[src/hw/rtl/gic_pkg.sv]
// gic_pkg: shared types, sizes and register codes of the gamepad input conditioner
package gic_pkg;

    // sizes
    localparam int SWITCHES       = 4;
    localparam int DEBOUNCE_DEPTH = 3;
    localparam int ADC_BITS       = 12;
    localparam int NUM_REGS       = 8;
    localparam int NUM_EDGES      = SWITCHES + 7;
    localparam int RING_BITS      = (DEBOUNCE_DEPTH > 1) ? $clog2(DEBOUNCE_DEPTH) : 1;
    localparam int REG_IDX_BITS   = $clog2(NUM_REGS);

    // request codes
    localparam logic REQ_SAMPLE = 1'b0;
    localparam logic REQ_EVAL   = 1'b1;

    // configuration register indexes
    typedef enum logic [REG_IDX_BITS-1:0] {
        REG_STICK_HIGH   = 3'd0,
        REG_STICK_LOW    = 3'd1,
        REG_NEUTRAL_HIGH = 3'd2,
        REG_NEUTRAL_LOW  = 3'd3,
        REG_LEVER_PUSH   = 3'd4,
        REG_LEVER_LEFT   = 3'd5,
        REG_LEVER_MID    = 3'd6,
        REG_LEVER_RIGHT  = 3'd7
    } reg_index_t;

    // reset values of the limit registers, in index order
    localparam logic [ADC_BITS-1:0] CFG_RESET [NUM_REGS] = '{
        ADC_BITS'(3277), ADC_BITS'(819), ADC_BITS'(2662), ADC_BITS'(1434),
        ADC_BITS'(614), ADC_BITS'(819), ADC_BITS'(2048), ADC_BITS'(2867)
    };

    // edge machine state, also the 2-bit code on the outputs
    typedef enum logic [1:0] {
        EDGE_OFF     = 2'd0,
        EDGE_PUSH    = 2'd1,
        EDGE_ON      = 2'd2,
        EDGE_RELEASE = 2'd3
    } edge_state_t;

    // one result item
    typedef struct packed {
        logic [2*SWITCHES-1:0] switch_states;
        logic [7:0]            stick_states;
        logic [5:0]            lever_states;
    } result_t;

endpackage

[src/hw/rtl/gic_core.sv]
// gic_core: debounce ring, stick and lever decode, edge machines and limit registers
module gic_core
    import gic_pkg::*;
(
    input  logic                    clk,
    input  logic                    rst_n,
    input  logic                    cfg_write,
    input  logic [REG_IDX_BITS-1:0] cfg_index,
    input  logic [ADC_BITS-1:0]     cfg_data,
    input  logic                    accept,
    input  logic                    req_type,
    input  logic [SWITCHES-1:0]     switch_pins,
    input  logic [ADC_BITS-1:0]     stick_horizontal,
    input  logic [ADC_BITS-1:0]     stick_vertical,
    input  logic [ADC_BITS-1:0]     lever_level,
    output logic                    res_valid,
    output result_t                 result
);

    logic [ADC_BITS-1:0]  cfg_reg [NUM_REGS];
    logic [SWITCHES-1:0]  ring_reg [DEBOUNCE_DEPTH];
    logic [RING_BITS-1:0] ring_pos_reg;
    logic [RING_BITS-1:0] ring_pos_next;
    edge_state_t          edge_reg [NUM_EDGES];
    edge_state_t          edge_next [NUM_EDGES];
    logic [NUM_EDGES-1:0] held;
    logic [NUM_EDGES-1:0] level;
    logic [SWITCHES-1:0]  sw_level;
    logic [3:0]           stick_level;
    logic [2:0]           lever_bits;
    logic                 sample_acc;
    logic                 eval_acc;

    assign sample_acc = accept && (req_type == REQ_SAMPLE);
    assign eval_acc   = accept && (req_type == REQ_EVAL);
    assign res_valid  = eval_acc;

    // limit registers
    always_ff @(posedge clk or negedge rst_n)
    begin
        if (!rst_n)
        begin
            for (int r = 0; r < NUM_REGS; r++)
            begin
                cfg_reg[r] <= CFG_RESET[r];
            end
        end
        else if (cfg_write)
        begin
            cfg_reg[cfg_index] <= cfg_data;
        end
    end

    // ring position wraps after the last entry
    always_comb
    begin
        if (ring_pos_reg == RING_BITS'(DEBOUNCE_DEPTH - 1))
        begin
            ring_pos_next = '0;
        end
        else
        begin
            ring_pos_next = ring_pos_reg + RING_BITS'(1);
        end
    end

    // sample ring, all switches inactive after reset
    always_ff @(posedge clk or negedge rst_n)
    begin
        if (!rst_n)
        begin
            for (int d = 0; d < DEBOUNCE_DEPTH; d++)
            begin
                ring_reg[d] <= '1;
            end
            ring_pos_reg <= '0;
        end
        else if (sample_acc)
        begin
            ring_reg[ring_pos_reg] <= switch_pins;
            ring_pos_reg           <= ring_pos_next;
        end
    end

    // held level of every edge machine
    always_comb
    begin
        for (int e = 0; e < NUM_EDGES; e++)
        begin
            held[e] = (edge_reg[e] == EDGE_PUSH) || (edge_reg[e] == EDGE_ON);
        end
    end

    // switch debounce: pressed or released only when all samples agree
    always_comb
    begin
        logic all_low;
        logic all_high;
        for (int i = 0; i < SWITCHES; i++)
        begin
            all_low  = 1'b1;
            all_high = 1'b1;
            for (int d = 0; d < DEBOUNCE_DEPTH; d++)
            begin
                all_low  = all_low && !ring_reg[d][i];
                all_high = all_high && ring_reg[d][i];
            end
            if (all_low)
            begin
                sw_level[i] = 1'b1;
            end
            else if (all_high)
            begin
                sw_level[i] = 1'b0;
            end
            else
            begin
                sw_level[i] = held[i];
            end
        end
    end

    // stick axes: outer limits, neutral band, otherwise hold
    always_comb
    begin
        logic [ADC_BITS-1:0] axis;
        for (int a = 0; a < 2; a++)
        begin
            axis = (a == 0) ? stick_horizontal : stick_vertical;
            if (axis > cfg_reg[REG_STICK_HIGH])
            begin
                stick_level[2*a]     = 1'b0;
                stick_level[2*a + 1] = 1'b1;
            end
            else if (axis < cfg_reg[REG_STICK_LOW])
            begin
                stick_level[2*a]     = 1'b1;
                stick_level[2*a + 1] = 1'b0;
            end
            else if (axis < cfg_reg[REG_NEUTRAL_HIGH] && axis > cfg_reg[REG_NEUTRAL_LOW])
            begin
                stick_level[2*a]     = 1'b0;
                stick_level[2*a + 1] = 1'b0;
            end
            else
            begin
                stick_level[2*a]     = held[SWITCHES + 2*a];
                stick_level[2*a + 1] = held[SWITCHES + 2*a + 1];
            end
        end
    end

    // lever windows: push, left, right, none
    always_comb
    begin
        lever_bits = 3'b000;
        if (lever_level < cfg_reg[REG_LEVER_PUSH])
        begin
            lever_bits[0] = 1'b1;
        end
        else if (lever_level > cfg_reg[REG_LEVER_LEFT] &&
                 lever_level < cfg_reg[REG_LEVER_MID])
        begin
            lever_bits[1] = 1'b1;
        end
        else if (lever_level > cfg_reg[REG_LEVER_MID] &&
                 lever_level < cfg_reg[REG_LEVER_RIGHT])
        begin
            lever_bits[2] = 1'b1;
        end
    end

    // all levels in edge machine order
    assign level = {lever_bits, stick_level, sw_level};

    // edge machine step
    always_comb
    begin
        for (int e = 0; e < NUM_EDGES; e++)
        begin
            if (held[e])
            begin
                edge_next[e] = level[e] ? EDGE_ON : EDGE_RELEASE;
            end
            else
            begin
                edge_next[e] = level[e] ? EDGE_PUSH : EDGE_OFF;
            end
        end
    end

    always_ff @(posedge clk or negedge rst_n)
    begin
        if (!rst_n)
        begin
            for (int e = 0; e < NUM_EDGES; e++)
            begin
                edge_reg[e] <= EDGE_OFF;
            end
        end
        else if (eval_acc)
        begin
            for (int e = 0; e < NUM_EDGES; e++)
            begin
                edge_reg[e] <= edge_next[e];
            end
        end
    end

    // pack the new states into one result
    always_comb
    begin
        for (int i = 0; i < SWITCHES; i++)
        begin
            result.switch_states[2*i +: 2] = edge_next[i];
        end
        for (int i = 0; i < 4; i++)
        begin
            result.stick_states[2*i +: 2] = edge_next[SWITCHES + i];
        end
        for (int i = 0; i < 3; i++)
        begin
            result.lever_states[2*i +: 2] = edge_next[SWITCHES + 4 + i];
        end
    end

endmodule

[src/hw/rtl/gamepad_input_conditioner.sv]
// gamepad_input_conditioner: top level with output register and skid stage
//
// channel | direction | handshake            | payload
// in      | to block  | in_valid / in_stall  | req_type, switch_pins, stick_*, lever_level
// out     | from block| out_valid / out_stall| switch_states, stick_states, lever_states
// cfg     | to block  | cfg_write            | cfg_index, cfg_data
//
// One item per cycle while in_stall is low: all decode and edge logic sits between the
// state registers and the output register; a held output sends the result to the skid.
// A sample item updates the debounce ring and gives no result.
// Reset (rst_n low) restores limit registers, fills the ring with inactive samples and
// clears all edge machines to off.
// A held result parks in a two-entry output (register plus skid); in_stall rises only
// when both are full.
module gamepad_input_conditioner
    import gic_pkg::*;
(
    input  logic                    clk,
    input  logic                    rst_n,
    input  logic                    cfg_write,
    input  logic [REG_IDX_BITS-1:0] cfg_index,
    input  logic [ADC_BITS-1:0]     cfg_data,
    input  logic                    in_valid,
    output logic                    in_stall,
    input  logic                    req_type,
    input  logic [SWITCHES-1:0]     switch_pins,
    input  logic [ADC_BITS-1:0]     stick_horizontal,
    input  logic [ADC_BITS-1:0]     stick_vertical,
    input  logic [ADC_BITS-1:0]     lever_level,
    output logic                    out_valid,
    input  logic                    out_stall,
    output logic [2*SWITCHES-1:0]   switch_states,
    output logic [7:0]              stick_states,
    output logic [5:0]              lever_states
);

    logic    accept;
    logic    res_valid;
    result_t result;
    logic    out_free;
    logic    out_valid_reg;
    logic    out_valid_next;
    result_t out_data_reg;
    result_t out_data_next;
    logic    skid_valid_reg;
    logic    skid_valid_next;
    result_t skid_data_reg;
    result_t skid_data_next;

    assign in_stall = skid_valid_reg;
    assign accept   = in_valid && !in_stall;

    gic_core u_core (
        .clk              (clk),
        .rst_n            (rst_n),
        .cfg_write        (cfg_write),
        .cfg_index        (cfg_index),
        .cfg_data         (cfg_data),
        .accept           (accept),
        .req_type         (req_type),
        .switch_pins      (switch_pins),
        .stick_horizontal (stick_horizontal),
        .stick_vertical   (stick_vertical),
        .lever_level      (lever_level),
        .res_valid        (res_valid),
        .result           (result)
    );

    // output register and skid stage
    assign out_free = !out_valid_reg || !out_stall;

    always_comb
    begin
        out_valid_next  = out_valid_reg;
        out_data_next   = out_data_reg;
        skid_valid_next = skid_valid_reg;
        skid_data_next  = skid_data_reg;
        if (res_valid)
        begin
            if (out_free)
            begin
                out_valid_next = 1'b1;
                out_data_next  = result;
            end
            else
            begin
                skid_valid_next = 1'b1;
                skid_data_next  = result;
            end
        end
        else if (out_free)
        begin
            out_valid_next  = skid_valid_reg;
            out_data_next   = skid_data_reg;
            skid_valid_next = 1'b0;
        end
    end

    always_ff @(posedge clk or negedge rst_n)
    begin
        if (!rst_n)
        begin
            out_valid_reg  <= 1'b0;
            skid_valid_reg <= 1'b0;
        end
        else
        begin
            out_valid_reg  <= out_valid_next;
            skid_valid_reg <= skid_valid_next;
        end
    end

    // payload registers
    always_ff @(posedge clk)
    begin
        out_data_reg  <= out_data_next;
        skid_data_reg <= skid_data_next;
    end

    assign out_valid     = out_valid_reg;
    assign switch_states = out_data_reg.switch_states;
    assign stick_states  = out_data_reg.stick_states;
    assign lever_states  = out_data_reg.lever_states;

endmodule

[config.mk]
export PLATFORM = sky130hd
export DESIGN_NAME = gamepad_input_conditioner
export DESIGN_NICKNAME = d
export VERILOG_FILES = /design/src/hw/rtl/gic_pkg.sv /design/src/hw/rtl/gic_core.sv /design/src/hw/rtl/gamepad_input_conditioner.sv
export SDC_FILE = /design/constraint.sdc
export NUM_CORES = 1
export LEC_CHECK = 0
export ABC_AREA = 1
export BUFFER_PORTS_ARGS = -buffer_cell sky130_fd_sc_hd__buf_2
export CORE_MARGIN = 2
export CORE_UTILIZATION = 65
export DETAILED_ROUTE_END_ITERATION = 12
export PLACE_DENSITY = 0.86
export SLEW_MARGIN = 15
export SYNTH_ARGS = -nofsm -noshare
export SYNTH_HDL_FRONTEND = slang
export SYNTH_SLANG_ARGS = --single-unit
[constraint.sdc]
create_clock -name clk -period 3.6 [get_ports clk]
set_clock_uncertainty 0.1 [all_clocks]
set_input_delay 0.18 -clock clk [delete_from_list [all_inputs] [get_ports clk]]
set_output_delay 0.18 -clock clk [all_outputs]
set_load 0.02 [all_outputs]
==> flow_metrics.env, run 1 <==
export IMPL_synth_edf_count=44
export IMPL_final_setup_viol_count=0
export IMPL_yosys_top_cells_area="dfrtp_1, ha_1, nand2_1, dfstp_2, edfxtp_1"
export IMPL_crit_slowest_cell="dfstp_2"
export IMPL_final_hold_violation_count=0
export IMPL_coreArea_um2=15900
export IMPL_placed_area_um2=11200
export IMPL_num_rows=46
export IMPL_cts_root_buf="clkbuf_16"
export IMPL_finalCriticalPeriod_ns=2.17
export IMPL_power_per_cell_area_nw_per_um2=610
export IMPL_drtIter0Drc=617
export IMPL_layout_common_cells="nand2_1, inv_1, ha_1"
export IMPL_clkLatencyLatePin_ns=0.44
export IMPL_start_kind="register"
export IMPL_yosys_area_share_simple_pct=20.9
export IMPL_min_delay_path_class="input pin to register"
export IMPL_portBuffers=84
export IMPL_die_y_um=132
export IMPL_synth_main_ff_cell="dfrtp_1"
export IMPL_gr_total_overflow=0
export IMPL_area_delta_synth_final_pct=13.3
export IMPL_final_cell_count_no_fill=1590
export IMPL_regArea_um2=4740
export IMPL_synth_xor_area_share_pct=1.06
export IMPL_yosys_mux_area_fraction_pct=0
export IMPL_dp_cells=1541
export IMPL_place_congestion=0.892
export IMPL_place_hpwl_mm=17.5
export IMPL_io_pin_count=85
export IMPL_syn_nets=1460
export IMPL_drv_slew=0
export IMPL_cts_resized=0
export IMPL_wire_per_inst_um=15.1
export IMPL_rsz0062_at_grt="false"
export IMPL_initial_core_util_pct=66.6
export IMPL_die_w_um=132
export IMPL_worstPathMaxFanout=3
export IMPL_ff2ff_setup_slack_ns=1.43
export IMPL_cts_buffer_depth=2
export IMPL_grt_max_degree=135
export IMPL_required_ns=3.68
export IMPL_synth_top_cell_area_share_pct=18.4
export IMPL_numCtsBuffers=17
export IMPL_n_fill_cell=1108
export IMPL_period_share_pct=60.2
export IMPL_crit_chain="inv_1 > ha_1 > nand4_1 > nor3_1 > nor2_2 > nand3_1 > nand2_1 > nand3_1 > nand2_1"
export IMPL_synthCells=1260
export IMPL_grt_use_total_pct=29.3
export IMPL_cap_violations=0
export IMPL_path_clk_slew_ns=0.08
export IMPL_grt_pass1_wl_mm=40.7
export IMPL_synth_largest_area_cell="dfrtp_1"
export IMPL_largest_register_ffs=96
export IMPL_grt_antenna_before_repair=0
export IMPL_ir_worst_vdd_uv=365
export IMPL_diodes=0
export IMPL_synth_area_um2=10600
export IMPL_cts_max_level=4
export IMPL_leakage_nw=6.25
export IMPL_synthAdderAreaFrac_pct=16.4
export IMPL_maxSlewHeadroom_pct=27.3
export IMPL_via_per_inst=5.46
export IMPL_cts_tree="done"
export IMPL_ys_types=34
export IMPL_totalPowerFinal_w=0.00732
export IMPL_synth_area_per_cell_um2=8.40
export IMPL_status="finished, final reports clean"
export IMPL_drt_wl_total_mm=24.0
export IMPL_drive_gt1_share_pct=15.4
export IMPL_critPathArrivalTime_ns=2.25
export IMPL_worst_slew_pin_slew_ns=1.09
export IMPL_via_count=8677
export IMPL_clkSinkCount=178
export IMPL_path_class="register to register"
export IMPL_crit_path_end_kind="register"
export IMPL_setup_tns_ns=0
export IMPL_drt_drc_violations_left=0
export IMPL_multi_input_area_um2=5000
export IMPL_layout_commonest_cell="nand2_1"
export IMPL_finalNetCount=1561
export IMPL_firstDrtPassIters=5
export IMPL_grt_pass1_vias=8692
export IMPL_final_antenna_net_count=0
export IMPL_fmax_mhz=461
export IMPL_design_area_um2=12000
export IMPL_synth_top_family_by_area="simple AND/OR/NAND/NOR gates"
export IMPL_ys_ff_latch=178
export IMPL_synthArstFlopShare_pct=75.3
export IMPL_die_area_um2=17300
export IMPL_cpPeakStageDelay_ns=0.55
export IMPL_ys_warn_count=0
export IMPL_seq_area_frac_synth_pct=44.8
export IMPL_synth_compound_area_share_pct=8.87
## logic make-up (layout without fill, tap and decap cells)
group	after synthesis	in the layout
buffers and inverters	218	332
XOR/XNOR	12	12
AO/OA/AOI/OAI	181	181
flip-flops	178	178
AND/OR/NAND/NOR	532	532
adder cells (fa/ha/maj)	139	139
## worst paths after layout
kind                                     from                endpoint  cells after the start
max                        u_core.cfg_reg[33]         lever_states[2]                      9
min                                  req_type  u_core.ring_pos_reg[1]                      3
max reg2reg                u_core.cfg_reg[33]         lever_states[2]                      9
min reg2reg                u_core.cfg_reg[37]      u_core.cfg_reg[37]                      2
max in group asynchronous               rst_n      u_core.cfg_reg[60]                      3
min in group asynchronous               rst_n       u_core.cfg_reg[7]                      3
## power breakdown
group,switching (W),internal [W],leakage [nW]
combinational,0.00151,0.000879,3.96
sequential,0.000292,0.00277,1.99
clock,0.000913,0.000949,0.296
## critical path: cells and delay by family (launching register included)
family | cells | cell delay [ns]
flip-flops | 1 | 0.55
adder cells (fa/ha/maj) | 1 | 0.28
buffers and inverters | 1 | 0.04
AND/OR/NAND/NOR | 7 | 0.94
## metal layers
metal	track usage, %	part of all wire (%)	vias up	wire length (um)
met5	0	0	-	0
met3	5.05	5.0	61	1190
met2	49.3	49	275	11700
met1	37.6	43	4087	10400
met4	12.4	3.1	0	737
li1	-	-	4254	-
## cells in the mapped netlist, types with 9 or more instances
master      n
ha_1      139
a21oi_1    48
inv_1     187
nand2_2    10
nand2_1   402
edfxtp_1   44
nand3_1    38
buf_2      15
o21ai_1    16
dfrtp_1    78
dfstp_2    56
o21ai_0   102
nand4_1     9
nor2_1     44
## stage by stage
stage | utilization (%) | setup slack [ns] | hold slack, ns
floorplan | - | 1.44 | -0.216
global placement | 70.6 | 1.52 | 0.257
detailed placement | 70.6 | 1.47 | 0.257
CTS | 75.5 | 1.45 | 0.00252
global route | 75.5 | 1.27 | 0.0363
finish | 75.5 | 1.43 | 0.0133
## final cells by class
cell class / instances / area share [%]
Clock buffer: 17 / 3.55
Clock inverter: 15 / 1.51
Inverter: 195 / 6.11
Multi-Input combinational cell: 864 / 41.7
Sequential cell: 178 / 39.6
Tap cell: 216 / 2.25
Timing Repair Buffer: 105 / 5.30
## what timing repair did
action,in CTS,in global routing
buffers inserted,0,0
endpoints found under the setup margin,0,0
hold buffers,17,0
hold endpoints to repair,102,0
(Power assumes the default switching activity.)
==> run 2, diff against run 1 <==
--- a/config.mk
+++ b/config.mk
@@ -8,9 +8,9 @@
 export ABC_AREA = 1
 export BUFFER_PORTS_ARGS = -buffer_cell sky130_fd_sc_hd__buf_2
 export CORE_MARGIN = 2
-export CORE_UTILIZATION = 65
+export CORE_UTILIZATION = 55
 export DETAILED_ROUTE_END_ITERATION = 12
-export PLACE_DENSITY = 0.86
+export PLACE_DENSITY = 0.77
 export SLEW_MARGIN = 15
 export SYNTH_ARGS = -nofsm -noshare
 export SYNTH_HDL_FRONTEND = slang
==> constraint.sdc (replaced) <==
create_clock -name clk -period 1.95 [get_ports clk]
set_clock_uncertainty 0.1 [all_clocks]
set_input_delay 0.0975 -clock clk [delete_from_list [all_inputs] [get_ports clk]]
set_output_delay 0.0975 -clock clk [all_outputs]
set_load 0.02 [all_outputs]
==> flow_metrics.env, run 2 (same netlist as run 1, synthesis figures left out) <==
export IMPL_via_count=8776
export IMPL_maxSlewHeadroom_pct=44.0
export IMPL_area_delta_synth_final_pct=25.1
export IMPL_failed_checks="setup timing"
export IMPL_grt_use_total_pct=25.7
export IMPL_path_clk_slew_ns=0.07
export IMPL_period_share_pct=108
export IMPL_initial_core_util_pct=56.4
export IMPL_firstDrtPassIters=5
export IMPL_drt_drc_violations_left=0
export IMPL_setup_ws_ns=-0.153
export IMPL_rsz0062_at_grt="true"
export IMPL_ir_worst_vdd_uv=695
export IMPL_setup_tns_ns=-1.08
export IMPL_die_w_um=143
export IMPL_power_per_cell_area_nw_per_um2=1100
export IMPL_cts_root_buf="clkbuf_16"
export IMPL_finalNetCount=1581
export IMPL_totalPowerFinal_w=0.0145
export IMPL_drtIter0Drc=518
export IMPL_place_congestion=0.870
export IMPL_grt_max_degree=41
export IMPL_io_pin_count=85
export IMPL_n_fill_cell=1353
export IMPL_finalCriticalPeriod_ns=2.10
export IMPL_path_class="register to register"
export IMPL_leakage_nw=6.46
export IMPL_min_delay_path_class="input pin to register"
export IMPL_final_hold_violation_count=0
export IMPL_drt_wl_total_mm=26.0
export IMPL_status="finished with violations"
export IMPL_place_hpwl_mm=17.8
export IMPL_coreArea_um2=18800
export IMPL_largest_register_ffs=96
export IMPL_utilization_pct=70.5
export IMPL_critPathArrivalTime_ns=2.20
export IMPL_layout_commonest_cell="nand2_1"
export IMPL_die_y_um=143
export IMPL_cap_violations=0
export IMPL_worst_slew_pin_slew_ns=0.838
export IMPL_cts_buffer_depth=2
export IMPL_final_setup_viol_count=15
export IMPL_grt_pass1_wl_mm=41.1
export IMPL_clkSinkCount=178
export IMPL_diodes=0
export IMPL_grt_antenna_before_repair=0
export IMPL_drive_gt1_share_pct=29.4
export IMPL_grt_pass1_vias=8594
export IMPL_layout_common_cells="nand2_1, inv_1, o21ai_0"
export IMPL_cts_max_level=4
export IMPL_regArea_um2=4740
export IMPL_multi_input_area_um2=6010
export IMPL_crit_path_end_kind="register"
export IMPL_required_ns=2.04
export IMPL_fmax_mhz=475
export IMPL_num_rows=50
export IMPL_drv_slew=0
export IMPL_gr_total_overflow=0
export IMPL_start_kind="register"
export IMPL_die_area_um2=20400
export IMPL_clkLatencyLatePin_ns=0.43
export IMPL_worstPathMaxFanout=2
export IMPL_via_per_inst=5.39
export IMPL_final_antenna_net_count=0
export IMPL_wire_per_inst_um=16.0
export IMPL_portBuffers=84
export IMPL_numCtsBuffers=17
export IMPL_cts_tree="done"
run 2: metrics by stage:
step                hold WS (ns)  instance area, um2  worst slack [ns]  std cells
finish                    0.0190               13200            -0.153       1628
global route              0.0819               13200            -0.207       1628
CTS                       0.0167               12600           -0.0741       1625
detailed placement       0.00712               11300            -0.153       1568
global placement         0.00306               11300            -0.120       1568
floorplan                 -0.298               10600           0.00467       1260
run 2: per-layer routing:
metal	vias to the layer above	routed length [um]	GRT usage (%)
met5	-	0	0
met4	0	873	10.4
met3	64	1220	2.98
met2	266	12200	41.4
met1	4152	11700	35.7
li1	4294	-	-
run 2: final cells by class:
| class | instances | share of cell area [%] |
|---|---|---|
| clock buffers | 17 | 3.21 |
| clock inverters | 15 | 1.27 |
| inverters | 195 | 5.75 |
| multi-input cells | 864 | 45.4 |
| flip-flops and latches | 178 | 35.8 |
| well taps | 234 | 2.21 |
| repair buffers | 125 | 6.33 |
run 2: final timing paths:
path                                         start  slack [ns]  cells past startpoint                      to
worst max-delay path            u_core.cfg_reg[58]       -0.15                     12         stick_states[2]
worst min-delay path                      in_valid        0.02                      4  u_core.ring_pos_reg[0]
worst max register to register  u_core.cfg_reg[58]       -0.15                     12         stick_states[2]
worst min register to register  u_core.cfg_reg[37]        0.37                      2      u_core.cfg_reg[37]
max in group asynchronous                    rst_n        1.01                      3      u_core.cfg_reg[61]
min in group asynchronous                    rst_n        0.09                      2       u_core.cfg_reg[2]
run 2: worst max-delay path, stage by stage, from the launching register on:
cell and delay [ns]:
dfstp_2 0.56, inv_4 0.06, ha_4 0.23, nand2_2 0.09
nor2_1 0.06, nor2_1 0.19, nand3_2 0.12, nand3_2 0.10
nand2_1 0.06, nand2_1 0.08, nand2_2 0.07, nand2_2 0.08
nand2_1 0.06
run 2: repair_timing:
| item | CTS | global route |
|---|---|---|
| resized for setup | 86 | 137 |
| endpoints found under the setup margin | 18 | 21 |
| hold endpoints to repair | 154 | 0 |
| buffers inserted | 5 | 3 |
| hold buffers | 20 | 0 |
| pin swaps | 53 | 63 |
run 2: report_power, final:
part / total (W) / internal [W] / leakage, nW / switching [W]
sequential: 0.00567 / 0.00512 / 1.99 / 0.000543
combinational: 0.00544 / 0.00214 / 4.18 / 0.00330
clock: 0.00342 / 0.00182 / 0.289 / 0.00159
total: 0.0145 / 0.00909 / 6.46 / 0.00544
==> run 3, diff against run 2 <==
--- a/config.mk
+++ b/config.mk
@@ -11,6 +11,7 @@
 export CORE_UTILIZATION = 55
 export DETAILED_ROUTE_END_ITERATION = 12
 export PLACE_DENSITY = 0.77
+export REMOVE_ABC_BUFFERS = 1
 export SLEW_MARGIN = 15
 export SYNTH_ARGS = -nofsm -noshare
 export SYNTH_HDL_FRONTEND = slang
==> flow_metrics.env, run 3 (same netlist as run 1, synthesis figures left out) <==
export IMPL_status="finished with violations"
export IMPL_failed_checks="setup timing"
export IMPL_start_kind="register"
export IMPL_setup_ws_ns=-0.175
export IMPL_die_w_um=143
export IMPL_period_share_pct=109
export IMPL_drive_gt1_share_pct=29.3
export IMPL_via_count=8955
export IMPL_power_switching_w=0.00539
export IMPL_finalCriticalPeriod_ns=2.12
export IMPL_numCtsBuffers=17
export IMPL_cts_tree="done"
export IMPL_power_frac_comb_pct=37.1
export IMPL_ir_worst_vdd_uv=700
export IMPL_power_per_cell_area_nw_per_um2=1110
export IMPL_finalNetCount=1588
export IMPL_crit_chain="inv_4 > ha_4 > nand2_2 > a21oi_1 > nor2_1 > nand3_4 > a21oi_2 > nand2_2 > nand2_1 > inv_1"
export IMPL_final_cell_count_no_fill=1636
export IMPL_drv_slew=0
export IMPL_leakage_nw=6.50
export IMPL_final_hold_violation_count=0
export IMPL_cap_violations=0
export IMPL_drt_wl_total_mm=27.5
export IMPL_gr_total_overflow=0
export IMPL_num_rows=50
export IMPL_grt_pass1_wl_mm=42.2
export IMPL_layout_common_cells="nand2_1, inv_1, o21ai_0"
export IMPL_whs_ns=0.0458
export IMPL_layout_commonest_cell="nand2_1"
export IMPL_clkSinkCount=178
export IMPL_required_ns=2.05
export IMPL_grt_pass1_vias=8946
export IMPL_grt_use_total_pct=26.8
export IMPL_maxSlewHeadroom_pct=50.8
export IMPL_firstDrtPassIters=7
export IMPL_drt_drc_violations_left=0
export IMPL_min_delay_path_class="input pin to register"
export IMPL_portBuffers=84
export IMPL_die_y_um=143
export IMPL_wire_per_inst_um=16.8
export IMPL_crit_slowest_cell="dfstp_2"
export IMPL_power_internal_w=0.00931
export IMPL_drtIter0Drc=505
export IMPL_path_clk_slew_ns=0.07
export IMPL_largest_register_ffs=96
export IMPL_crit_top_cell="nand2_2"
export IMPL_cts_buffer_depth=2
export IMPL_final_antenna_net_count=0
export IMPL_coreArea_um2=18800
export IMPL_place_congestion=0.877
export IMPL_path_class="register to register"
export IMPL_pre_cts_slack_ns=-0.206
export IMPL_crit_path_end_kind="register"
export IMPL_rsz0062_at_grt="true"
export IMPL_grt_antenna_before_repair=0
export IMPL_worst_slew_pin_slew_ns=0.736
export IMPL_via_per_inst=5.47
export IMPL_place_hpwl_mm=17.6
export IMPL_swShare_pct=36.7
export IMPL_initial_core_util_pct=56.4
export IMPL_grt_max_degree=78
export IMPL_fmax_mhz=471
export IMPL_power_frac_clock_pct=24.4
export IMPL_cts_root_buf="clkbuf_16"
export IMPL_clkLatencyLatePin_ns=0.44
export IMPL_final_setup_viol_count=20
export IMPL_area_delta_synth_final_pct=25.5
export IMPL_die_area_um2=20400
export IMPL_dp_cells=1575
export IMPL_io_pin_count=85
export IMPL_power_frac_seq_pct=38.5
export IMPL_cts_max_level=4
export IMPL_worstPathMaxFanout=4
export IMPL_cpPeakStageDelay_ns=0.56
export IMPL_critPathArrivalTime_ns=2.22
run 3: changes by cell type in the layout (fill, tap and decap cells not counted), sizes merged:
cell      previous run  this run
buf                105       112
clkinvlp             1         3
diode                0         1
bufinv               1         3
clkbuf              17        19
clkinv               8         2
run 3: power groups by stage:
stage               combinational [W]  sequential, W  clock (W)
global placement              0.00411        0.00563          0
finish                        0.00546        0.00567    0.00358
global route                  0.00610        0.00577    0.00375
floorplan                     0.00295        0.00574          0
CTS                           0.00484        0.00564    0.00361
detailed placement            0.00431        0.00567          0
run 3: layout make-up:
class,count,area (um2)
tap,234,293
multi-input combinational,864,6030
sequential,178,4740
antenna,1,2.50
clock inverter,13,173
clock buffer,19,433
inverter,195,754
timing repair buffer,132,858
fill,1300,5480
run 3: critical path, delay by kind of cell, from the launching register on:
| kind | cells | cell delay, ns |
|---|---|---|
| simple gates | 5 | 0.67 |
| flops | 1 | 0.56 |
| compound gates | 2 | 0.24 |
| fa+ha+maj | 1 | 0.22 |
| buf+inv | 2 | 0.11 |
run 3: path summary, 6_finish.rpt:
kind	start	endpoint	slack, ns	cells after the start
max in group asynchronous	rst_n	u_core.cfg_reg[70]	0.79	3
hold reg to reg	u_core.cfg_reg[37]	u_core.cfg_reg[37]	0.38	2
setup reg to reg	u_core.cfg_reg[94]	skid_data_reg[10]	-0.17	10
hold / removal	out_stall	in_stall	0.05	5
min in group asynchronous	rst_n	u_core.cfg_reg[91]	0.17	2
setup / recovery	u_core.cfg_reg[94]	skid_data_reg[10]	-0.17	10
run 3: stage by stage:
stage,cell area [um2],utilization (%),power [W],TNS (ns)
6_report,13300,70.8,0.0147,-1.87
3_3_place_gp,11400,60.6,0.00974,-0.948
5_1_grt,13300,70.8,0.0156,-3.23
2_1_floorplan,10500,-,0.00869,-56.56
3_5_place_dp,11400,60.6,0.00998,-1.84
4_1_cts,12800,68.3,0.0141,-0.583
run 3: routing by layer:
metal	part of all wire [%]	wire, um	global-route usage, %
met1	41	11100	31.9
met2	50	13700	47.1
met3	5.0	1370	4.80
met4	4.4	1220	12.5
met5	0	0	0
run 3: repair_timing:
item                                   4_1_cts  5_1_grt
resized for setup                          112      106
hold buffers                                20        0
endpoints found under the hold margin      166        0
pin swaps                                   74       79
setup endpoints to repair                   19       21
setup buffers                                3        5
